### src/hdl/rgbhr_pkg.sv
// Package for the RGB hue rotation block: shared widths, defaults and register codes.
`timescale 1ns / 1ps
`default_nettype none
package rgbhr_pkg;

   // Default fraction width of hue, saturation and lightness.
   localparam int HUE_BITS_DEF = 16;

   // Divider operand width: numerators and divisors never exceed 6*255.
   localparam int DIV_W = 11;

   // Register index decoded from the word address.
   localparam logic REG_HUE_SHIFT = 1'b0;

   // Hue advance per channel in sixths of a turn: red, green, blue.
   localparam logic [2:0] CH_OFS [3] = '{3'd2, 3'd0, 3'd4};

endpackage
`default_nettype wire

### src/hdl/rgbhr_div.sv
// Pipelined restoring divider, one quotient bit per stage.
`timescale 1ns / 1ps
`default_nettype none
module rgbhr_div
   import rgbhr_pkg::*;
#(
   parameter int STEPS = HUE_BITS_DEF + 2
) (
   input  logic             clock,
   input  logic             adv,
   input  logic [DIV_W-1:0] num,
   input  logic [DIV_W-1:0] den,
   output logic [STEPS-1:0] quo
);

   logic [DIV_W:0]   rem_ff [STEPS-1];
   logic [DIV_W-1:0] den_ff [STEPS-1];
   logic [STEPS-1:0] quo_ff [STEPS];

   for (genvar i = 0; i < STEPS; i++) begin : g_stage
      logic [DIV_W:0]   rem_cur;
      logic [DIV_W-1:0] den_cur;
      logic [STEPS-1:0] quo_cur;
      logic             ge;
      logic [DIV_W:0]   red;
      logic [STEPS-1:0] quo_in;

      if (i == 0) begin : g_first
         assign rem_cur = {1'b0, num};
         assign den_cur = den;
         assign quo_cur = '0;
      end else begin : g_next
         assign rem_cur = rem_ff[i-1];
         assign den_cur = den_ff[i-1];
         assign quo_cur = quo_ff[i-1];
      end

      assign ge     = rem_cur >= {1'b0, den_cur};
      assign red    = ge ? (rem_cur - {1'b0, den_cur}) : rem_cur;
      assign quo_in = {quo_cur[STEPS-2:0], ge};

      always_ff @(posedge clock) begin
         if (adv) begin
            quo_ff[i] <= quo_in;
         end
      end

      if (i < STEPS - 1) begin : g_carry
         logic [DIV_W:0] rem_in;
         assign rem_in = {red[DIV_W-1:0], 1'b0};
         always_ff @(posedge clock) begin
            if (adv) begin
               rem_ff[i] <= rem_in;
               den_ff[i] <= den_cur;
            end
         end
      end
   end

   assign quo = quo_ff[STEPS-1];

endmodule
`default_nettype wire

### config.mk
export PLATFORM = sky130hd
export DESIGN_NAME = rgbhr_div
export DESIGN_NICKNAME = d
export VERILOG_FILES = /design/src/hdl/rgbhr_pkg.sv /design/src/hdl/rgbhr_div.sv
export SDC_FILE = /design/constraint.sdc
export NUM_CORES = 1
export LEC_CHECK = 0
export BUFFER_PORTS_ARGS = -buffer_cell sky130_fd_sc_hd__buf_2
export CORE_UTILIZATION = 60
export DETAILED_ROUTE_END_ITERATION = 6
export PLACE_DENSITY = 0.87
export SYNTH_ARGS = -nofsm -noshare
export SYNTH_HDL_FRONTEND = slang
export SYNTH_SLANG_ARGS = --single-unit
### constraint.sdc
create_clock -name clock -period 3.68 [get_ports clock]
set_input_delay 0.368 -clock clock [delete_from_list [all_inputs] [get_ports clock]]
set_output_delay 0.368 -clock clock [all_outputs]
set_load 0.005 [all_outputs]
==> run_results.csv, run 1 <==
group,metric,value,unit
yosys,syn-num-nets,2359,
hold_path,worstHoldPathCells,2,
sta,final_hold_viol_count,0,
grt,grtUsageMet1,28.8,%
grt,all_layer_gr_usage,22.3,%
sta,unrepaired_setup_endpoints_after_global_routing,"false",
layout,final_nets,2459,
sta,timing.final.max_slew_violations,0,
die,initial_utilization,60.8,%
yosys,synth.area.mux_share,4.09,%
critical_path,timing.critical_path.to_type,"flop",
sta,fin_clk_skew,15.9,ps
status,status,"finished, final reports clean",
cts,cts.sink_count,545,
sta,tightest_slew,825,ps
yosys,syn_area_per_cell,13.0,um^2
layout,synthToLayoutAreaGrowth,10.2,%
grt,via_count_of_the_first_global_routing_pass,16900,
yosys,synthCells,2121,
hold_path,holdCritPathClass,"primary input to flop",
grt,grt_first_pass_wirelength,84400,um
critical_path,crit-reg2reg-launch,"rem_ff[0][66]",
power_and_ir_drop,internal_power,15.9,mW
cts,tritoncts.num_buffers,54,
power_and_ir_drop,power.combinational.fraction,38.5,%
hold_path,hold_path_startpoint,"num[4]",
critical_path,r2r_cells,8,
cts,root_buffer,"sky130_fd_sc_hd__clkbuf_16",
route,drt_iter0_drc,1247,
die,die_width,216,um
cts,clkSlewWorstSetupHoldPaths,60,ps
power_and_ir_drop,power.static_leakage,12.1,nW
die,coreArea,45300,um^2
power_and_ir_drop,sw_frac_of_total,33.8,%
layout,drive_gt1_share,12.6,%
layout,fin_cells,2865,
power_and_ir_drop,portion_of_total_power_attributed_to_sequential_cells,39.7,%
critical_path,worst-path-max-fanout,20,
critical_path,ff2ff_setup_slack,790,ps
yosys,ys_dominant_reg_cell,"sky130_fd_sc_hd__edfxtp_1",
power_and_ir_drop,netSwitchingPower,8.14,mW
cts,postCtsSetupRepairBufs,0,
yosys,synth.ff_latch_count,545,
yosys,synth_top_cells_by_count,"sky130_fd_sc_hd__edfxtp_1 (545), sky130_fd_sc_hd__inv_1 (240), sky130_fd_sc_hd__ha_1 (197)",
yosys,yosysMostFrequentCell,"sky130_fd_sc_hd__edfxtp_1",
yosys,synth.cell_area,27500,um^2
placed_design,place.detailed.instances,2754,
die,die_h,216,um
yosys,post_synth_arst_share,0,%
grt,grt_antenna_before_repair,0,
sta,post_layout_worst_setup_margin,785,ps
critical_path,critical_path_rt,4080,ps
power_and_ir_drop,powerDensity,793,nW/um^2
sta,max_slew_margin,45.0,%
layout,fin_util,67.0,%
grt,busiest_layer,"met2",
power_and_ir_drop,maximum_vdd_drop,0.477,mV
die,rows,78,
route,route.antenna.remaining_nets,0,
yosys,synth_edf_count,545,
yosys,synth-warning-count,0,
power_and_ir_drop,clockPowerShare,21.8,%
hold_path,endpoint_of_the_worst_hold_path,"rem_ff[0][4]",
route,route.vias.total,16800,
layout,number_of_antenna_cells_inserted,0,
sta,post-route-min-period,2890,ps
die,fp.dieArea,46800,um^2
sta,achievable-frequency,345,MHz
sta,timing.setup.tns,0,ps
yosys,synth_compound_gate_area_share,11.6,%
placed_design,finalWeightedCongestion,0.933,
yosys,largest_family_of_logic_cells_by_synthesized_area,"compound AO/OA/AOI/OAI gates",
grt,grt-ovfl-total,0,
sta,period_share,78.7,%
yosys,post_synth_fa_ha_maj_area_fraction,10.2,%
die,io_pins,42,
cts,cts.htree.levels,2,
yosys,yosysSeqAreaShare,59.4,%
yosys,synthXorXnorAreaFrac,3.85,%
route,detail_route.vias_per_cell,5.86,
cts,worstSkewPairLatency,600,ps
route,drt_wl_total,51600,um
yosys,synth.top_cell.area_share,59.4,%
grt,maximum_number_of_pins_on_one_net_before_global_route_repair,92,
cts,cts_max_path_bufs,3,
cts,hold_buf_cts,11,
placed_design,dp_slack,827,ps
route,post-route-drc-count,0,
route,dr.pass1.iters,5,
critical_path,worst-setup-path-type,"flop to flop",
placed_design,dp.final_hpwl,37100,um
critical_path,critical_path_arrival,3290,ps
placed_design,portBuffers,41,
yosys,synth-simple-area-share,7.09,%
grt,grt_met3_usage,3.55,%
yosys,yosys.area.top_type,"sky130_fd_sc_hd__edfxtp_1",
grt,met2_usage,38.7,%
sta,report.final.setup_viol,0,
cts,tritoncts,"built",
critical_path,endpoint_of_the_worst_register_to_register_path,"rem_ff[0][86]",
route,routed_wire_length_per_instance,18.0,um
cts,cts_resized,0,
critical_path,cp-start-kind,"flop",
job,maxCapViolations,0,
yosys,synth.area.top_cells,"sky130_fd_sc_hd__edfxtp_1 (59%), sky130_fd_sc_hd__ha_1 (8.9%), sky130_fd_sc_hd__mux2_2 (3.6%), sky130_fd_sc_hd__inv_1 (3.3%), sky130_fd_sc_hd__a21oi_1 (2.8%)",
yosys,synth_cell_type_count,76,
-- power by group through the flow --
stage | Clock (mW) | Sequential [mW] | Combinational (mW)
floorplan | 0 | 9.35 | 7.26
CTS | 5.36 | 9.57 | 9.17
global placement | 0 | 9.64 | 8.63
finish | 5.25 | 9.57 | 9.26
detailed placement | 0 | 9.68 | 9.05
global route | 5.58 | 9.69 | 10.2
-- layout by cell type (no fill, tap or decap), types with 7 or more instances in the layout --
cell type	synthesis	routed
sky130_fd_sc_hd__xor2_1	41	41
sky130_fd_sc_hd__nand3_1	39	39
sky130_fd_sc_hd__or2_2	11	11
sky130_fd_sc_hd__o31ai_1	10	10
sky130_fd_sc_hd__a21oi_2	10	10
sky130_fd_sc_hd__nand2b_1	38	38
sky130_fd_sc_hd__o21a_1	20	20
sky130_fd_sc_hd__nor2_1	95	95
sky130_fd_sc_hd__inv_1	240	240
sky130_fd_sc_hd__fa_1	17	17
sky130_fd_sc_hd__o211ai_1	13	13
sky130_fd_sc_hd__nor3_1	25	25
sky130_fd_sc_hd__o21ai_0	114	114
sky130_fd_sc_hd__nand4_1	17	17
sky130_fd_sc_hd__xnor2_1	80	80
sky130_fd_sc_hd__dlygate4sd3_1	0	11
sky130_fd_sc_hd__mux2_2	87	87
sky130_fd_sc_hd__a31oi_1	10	10
sky130_fd_sc_hd__buf_4	10	10
sky130_fd_sc_hd__ha_1	197	197
sky130_fd_sc_hd__a21oi_1	154	154
sky130_fd_sc_hd__edfxtp_1	545	545
sky130_fd_sc_hd__buf_2	11	40
sky130_fd_sc_hd__nand2_1	82	82
sky130_fd_sc_hd__a21o_1	42	42
sky130_fd_sc_hd__clkinv_1	0	12
sky130_fd_sc_hd__clkinv_2	0	8
sky130_fd_sc_hd__clkbuf_1	2	9
sky130_fd_sc_hd__o2111ai_1	13	13
sky130_fd_sc_hd__clkbuf_16	0	54
sky130_fd_sc_hd__nor2b_1	15	15
sky130_fd_sc_hd__o31a_1	7	7
sky130_fd_sc_hd__o21bai_1	10	10
sky130_fd_sc_hd__a211oi_1	29	29
-- area by class of cell --
cell class / instances / area (um^2)
Fill cell: 3183 / 14900
Tap cell: 600 / 751
Clock inverter: 37 / 299
Multi-Input combinational cell: 1312 / 10100
Clock buffer: 63 / 1390
Timing Repair Buffer: 68 / 520
Sequential cell: 545 / 16400
Inverter: 240 / 901
-- sequential cells by signal, indices dropped and copies added, names as in the netlist --
name / cells
den_ff: 187
rem_ff: 187
quo_ff: 171
-- layer usage --
metal,up-vias,routed length (um)
met3,113,2210
met2,442,25700
li1,8073,-
met4,0,1370
met1,8157,22300
met5,-,0
-- how the worst max path moves through the flow --
| stage | cells past startpoint | slack, ps | start | endpoint |
|---|---|---|---|---|
| final | 8 | 790 | rem_ff[0][66] | rem_ff[0][86] |
| after global routing | 8 | 530 | rem_ff[0][66] | rem_ff[0][86] |
| after CTS | 8 | 750 | rem_ff[0][66] | rem_ff[0][86] |
| after detailed placement | 10 | 830 | den_ff[0][56] | rem_ff[0][75] |
| after global placement | 10 | 940 | den[6] | rem_ff[0][8] |
| after floorplan | 7 | 1370 | rem_ff[0][77] | rem_ff[0][94] |
-- metrics by stage --
stage / hold WS (ps) / area (um^2) / power (mW)
5_1_grt: 85.1 / 30400 / 25.5
2_1_floorplan: 400 / 27500 / 16.6
4_1_cts: 63.7 / 30400 / 24.1
6_report: 97.6 / 30400 / 24.1
3_3_place_gp: 401 / 28600 / 18.3
3_5_place_dp: 405 / 28600 / 18.7
-- worst max-delay path, stage by stage (launching register included) --
cell and delay (ps):
sky130_fd_sc_hd__edfxtp_1 440, sky130_fd_sc_hd__fa_1 510, sky130_fd_sc_hd__o211ai_1 260, sky130_fd_sc_hd__a211oi_1 110
sky130_fd_sc_hd__nor4_1 180, sky130_fd_sc_hd__o21a_1 570, sky130_fd_sc_hd__inv_1 150, sky130_fd_sc_hd__and2_1 210
sky130_fd_sc_hd__a221oi_1 270
-- cell families (layout without fill, tap and decap cells) --
group | after synthesis | after routing
AO/OA/AOI/OAI | 494 | 494
XOR/XNOR | 121 | 121
adder cells (fa/ha/maj) | 214 | 214
buffers and inverters | 264 | 408
flip-flops | 545 | 545
multiplexers | 99 | 99
AND/OR/NAND/NOR | 384 | 384
Note: power is estimated with default switching activity, not from simulation.
==> run 2, diff against run 1 <==
- clock period: 3.68 -> 2.7 ns (I/O delays scaled with it)
==> run 2 against run 1 <==
Sequential power is 37% higher. Global-route usage is 0.80 points higher. First-iteration DRC count up 9.0%. Non-clock buffer count increased by 37. Sequential cell count is the same. Combinational power up 41%. Clock-buffer cell count increased by 2. Final cell count is 1.4% higher. Die area is the same. Register-to-register slack got worse by 760 ps. Worst setup slack got worse by 760 ps. Critical path depth down 1. Critical path type unchanged. Highest routed layer unchanged.
==> run_results.csv, run 2 (synthesized netlist as in run 1, its figures left out) <==
group,metric,value,unit
critical_path,worst-setup-path-type,"flop to flop",
cts,tritoncts,"built",
sta,timing.final.max_slew_violations,0,
layout,multi_input_area,10200,um^2
die,fp.dieArea,46800,um^2
route,drt_iter0_drc,1359,
critical_path,worst-path-max-fanout,5,
job,maxCapViolations,0,
sta,final_hold_viol_count,0,
cts,cts_max_path_bufs,3,
grt,grt_first_pass_wirelength,86900,um
die,die_width,216,um
cts,tritoncts.num_buffers,55,
sta,timing.setup.tns,0,ps
cts,root_buffer,"sky130_fd_sc_hd__clkbuf_16",
layout,layout.cells.most_common_list,"sky130_fd_sc_hd__edfxtp_1 (545), sky130_fd_sc_hd__inv_1 (239), sky130_fd_sc_hd__ha_1 (196)",
placed_design,dp.final_hpwl,37500,um
layout,layout_top_registers,"den_ff x187, rem_ff x187, quo_ff x171",
sta,unrepaired_setup_endpoints_after_global_routing,"true",
cts,clkSlewWorstSetupHoldPaths,60,ps
layout,number_of_antenna_cells_inserted,0,
sta,max_slew_margin,56.0,%
route,detail_route.vias_per_cell,5.90,
grt,via_count_of_the_first_global_routing_pass,17500,
layout,drive_gt1_share,14.4,%
power_and_ir_drop,powerDensity,1090,nW/um^2
critical_path,cp-start-kind,"flop",
cts,cts.htree.levels,2,
die,rows,78,
route,route.vias.total,17100,
grt,all_layer_gr_usage,23.1,%
route,routed_wire_length_per_instance,18.4,um
layout,seqCellArea,16400,um^2
die,die_h,216,um
power_and_ir_drop,power.static_leakage,12.3,nW
sta,report.final.setup_viol,0,
layout,fin_util,68.1,%
status,status,"finished, final reports clean",
die,initial_utilization,60.8,%
grt,grt_antenna_before_repair,0,
sta,post-route-min-period,2680,ps
cts,cts.sink_count,545,
critical_path,critical_path_arrival,3030,ps
sta,tightest_slew,660,ps
route,post-route-drc-count,0,
critical_path,critical_path_rt,3050,ps
layout,final_nets,2497,
placed_design,dp_slack,83.6,ps
placed_design,finalWeightedCongestion,0.930,
grt,maximum_number_of_pins_on_one_net_before_global_route_repair,68,
power_and_ir_drop,maximum_vdd_drop,0.606,mV
cts,worstSkewPairLatency,620,ps
placed_design,detailed_place.area,28800,um^2
layout,finalInstanceArea,30900,um^2
route,dr.pass1.iters,5,
critical_path,timing.critical_path.to_type,"flop",
sta,post_layout_worst_setup_margin,23.2,ps
route,route.antenna.remaining_nets,0,
layout,synthToLayoutAreaGrowth,12.0,%
placed_design,portBuffers,41,
route,drt_wl_total,53500,um
sta,achievable-frequency,374,MHz
layout,final_common_cell,"sky130_fd_sc_hd__edfxtp_1",
sta,period_share,99.1,%
layout,fill_cells,3040,
die,io_pins,42,
grt,grt-ovfl-total,0,
power_and_ir_drop,fin_total_pwr,33.8,mW
sta,fin_clk_skew,33.0,ps
die,coreArea,45300,um^2
hold_path,holdCritPathClass,"primary input to flop",
## run 2: worst paths after layout
kind	start	end	slack, ps	depth (start not counted)
setup / recovery	rem_ff[0][44]	rem_ff[0][56]	20	7
hold / removal	num[7]	rem_ff[0][7]	60	3
setup reg to reg	rem_ff[0][44]	rem_ff[0][56]	20	7
hold reg to reg	quo_ff[15][3]	quo_ff[16][4]	410	0
## run 2: final cells by class
cell class	instances	share of cell area (%)
clock inverters	38	1.22
clock buffers	65	4.65
repair buffers	105	2.74
well taps	600	2.43
flip-flops and latches	545	53.0
inverters	240	2.92
multi-input cells	1312	33.0
## run 2: metrics by stage
stage,hold slack (ps),std cells
2_1_floorplan,369,2121
3_3_place_gp,400,2785
3_5_place_dp,405,2785
4_1_cts,12.1,2905
5_1_grt,74.3,2905
6_report,63.7,2905
## run 2: metal layers
layer	GRT usage (%)	share of wire, %
met2	40.9	51
met4	7.89	3.0
met3	3.48	4.6
met1	28.9	42
met5	0	0
## run 2: timing repair
action                                  4_1_cts  5_1_grt
gates resized for setup                       0       14
hold buffers                                 17        0
endpoints found under the setup margin        0       33
endpoints found under the hold margin        17        0
buffers inserted                              0        0
## run 2: report_power, final
part           switching, mW  internal [mW]  leakage [nW]
clock network           3.23           4.39         0.868
registers               1.06           12.0          5.31
logic                   7.05           6.01          6.13
total                   11.3           22.4          12.3
## run 2: worst max-delay path, cell delays in order, from the launching register on
cell	delay, ps
sky130_fd_sc_hd__edfxtp_1	480
sky130_fd_sc_hd__fa_2	450
sky130_fd_sc_hd__o211ai_1	300
sky130_fd_sc_hd__a211oi_2	150
sky130_fd_sc_hd__nor4_2	320
sky130_fd_sc_hd__o21a_1	230
sky130_fd_sc_hd__buf_6	140
sky130_fd_sc_hd__mux2_2	330
==> run 3, diff against run 2 <==
- BUFFER_PORTS_ARGS: -buffer_cell sky130_fd_sc_hd__buf_2 -> unset
- DONT_BUFFER_PORTS: unset -> 1
==> run 3 against run 2 <==
The flow now finishes with violations (design-rule violations, negative hold slack, max-slew violations). First-iteration DRC count grew 9.8%. Hold slack got worse by 260 ps. Utilization decreased by 0.95 points.
==> run_results.csv, run 3 (synthesized netlist as in run 1, its figures left out) <==
group,metric,value,unit
sta,achievable-frequency,382,MHz
die,initial_utilization,60.8,%
placed_design,portBuffers,0,
route,drt_iter0_drc,1492,
critical_path,crit_path_max_incr_delay,430,ps
layout,fin_util,67.2,%
sta,max_slew_margin,-94.6,%
critical_path,critical_path_rt,3070,ps
cts,cts.sink_count,545,
sta,unrepaired_setup_endpoints_after_global_routing,"true",
cts,cts_max_path_bufs,3,
cts,clkSlewWorstSetupHoldPaths,60,ps
critical_path,crit_path_cell_trace,"ha_1, and3_2, o211ai_1, a21oi_1, o2111ai_1, nand2_1, buf_4, mux2_2",
layout,layout_top_registers,"den_ff x187, rem_ff x187, quo_ff x171",
job,maxCapViolations,0,
sta,final_hold_viol_count,52,
layout,synthToLayoutAreaGrowth,10.5,%
route,drt_wl_total,53300,um
power_and_ir_drop,powerDensity,1110,nW/um^2
hold_path,holdCritPathClass,"primary input to flop",
cts,root_buffer,"sky130_fd_sc_hd__clkbuf_16",
cts,tritoncts.num_buffers,55,
die,die_width,216,um
status,status,"finished with violations",
sta,tightest_slew,2920,ps
die,die_h,216,um
layout,number_of_antenna_cells_inserted,0,
cts,hold_buf_cts,21,
sta,final_layout_worst_hold_slack,-198,ps
placed_design,finalWeightedCongestion,0.906,
die,coreArea,45300,um^2
layout,finalInstanceArea,30400,um^2
critical_path,worst-path-max-fanout,7,
critical_path,timing.critical_path.slowest_stage_cell,"sky130_fd_sc_hd__edfxtp_1",
die,io_pins,42,
power_and_ir_drop,maximum_vdd_drop,0.601,mV
critical_path,timing.critical_path.to_type,"flop",
status,violations,"design-rule violations, negative hold slack, max-slew violations",
grt,all_layer_gr_usage,22.9,%
layout,layout.cells.most_common_list,"sky130_fd_sc_hd__edfxtp_1 (545), sky130_fd_sc_hd__inv_1 (240), sky130_fd_sc_hd__ha_1 (197)",
placed_design,dp.final_hpwl,35600,um
layout,drive_gt1_share,11.5,%
die,fp.dieArea,46800,um^2
critical_path,worst-setup-path-type,"flop to flop",
sta,fin_clk_skew,43.7,ps
die,rows,78,
cts,cts.htree.levels,2,
grt,grt_first_pass_wirelength,86400,um
route,route.antenna.remaining_nets,0,
grt,grt_antenna_before_repair,0,
power_and_ir_drop,power.static_leakage,12.1,nW
cts,worstSkewPairLatency,630,ps
sta,post-route-min-period,2620,ps
layout,final_common_cell,"sky130_fd_sc_hd__edfxtp_1",
grt,via_count_of_the_first_global_routing_pass,17200,
route,detail_route.vias_per_cell,5.96,
layout,fill_cells,3068,
critical_path,critical_path_arrival,2990,ps
route,post-route-drc-count,1,
grt,maximum_number_of_pins_on_one_net_before_global_route_repair,546,
critical_path,cp-start-kind,"flop",
route,route.vias.total,16900,
route,dr.pass1.iters,7,
grt,grt-ovfl-total,0,
sta,period_share,97.0,%
sta,report.final.setup_viol,0,
cts,tritoncts,"built",
sta,timing.final.max_slew_violations,420,
route,routed_wire_length_per_instance,18.8,um
placed_design,detailed_place.area,28300,um^2
layout,final_nets,2438,
[run 3: report_power, final]
group | switching [mW] | internal [mW]
clock | 3.19 | 4.62
combinational | 6.99 | 5.94
sequential | 1.04 | 12.1
[run 3: timing repair]
item,CTS,global route
endpoints found under the setup margin,0,41
buffers inserted,0,1
resized for setup,0,7
endpoints found under the hold margin,378,203
[run 3: layout make-up]
type / count / area, um^2 / share of cell area, %
flip-flops and latches: 545 / 16400 / 53.8
multi-input cells: 1312 / 10200 / 33.4
clock buffers: 68 / 1430 / 4.68
inverters: 240 / 901 / 2.96
well taps: 600 / 751 / 2.47
clock inverters: 32 / 425 / 1.40
repair buffers: 46 / 410 / 1.35
[run 3: routing by layer]
layer / global-route usage (%) / vias to the layer above / routed length, um / share of wire (%)
met5: 0 / - / 0 / 0
li1: - / 8034 / - / -
met4: 8.08 / 0 / 1640 / 3.1
met2: 41.1 / 554 / 27500 / 52
met3: 3.64 / 135 / 2470 / 4.6
met1: 28.0 / 8217 / 21700 / 41
[run 3: final timing paths]
kind | from | endpoint | slack, ps | depth (start not counted)
setup reg to reg | rem_ff[0][149] | rem_ff[0][159] | 80 | 8
hold reg to reg | quo_ff[5][4] | quo_ff[6][5] | 400 | 0
hold / removal | adv | rem_ff[0][77] | -200 | 0
setup / recovery | rem_ff[0][149] | rem_ff[0][159] | 80 | 8
[run 3: critical path: cells and delay by family (launching register included)]
family	cells	cell delay [ps]
fa+ha+maj	1	410
simple gates	2	430
compound gates	3	590
mux	1	340
flops	1	430
buf+inv	1	180
[run 3: metrics by stage]
stage | setup WS (ps) | setup TNS (ps) | cells | hold slack [ps] | total power [mW]
6_report | 80.8 | 0 | 2843 | -198 | 33.9
5_1_grt | -112 | -112 | 2843 | -227 | 35.7
3_3_place_gp | 94.5 | 0 | 2721 | 369 | 24.9
2_1_floorplan | 386 | 0 | 2121 | 369 | 22.6
4_1_cts | 62.0 | 0 | 2842 | -163 | 33.7
3_5_place_dp | 61.9 | 0 | 2721 | 369 | 25.6
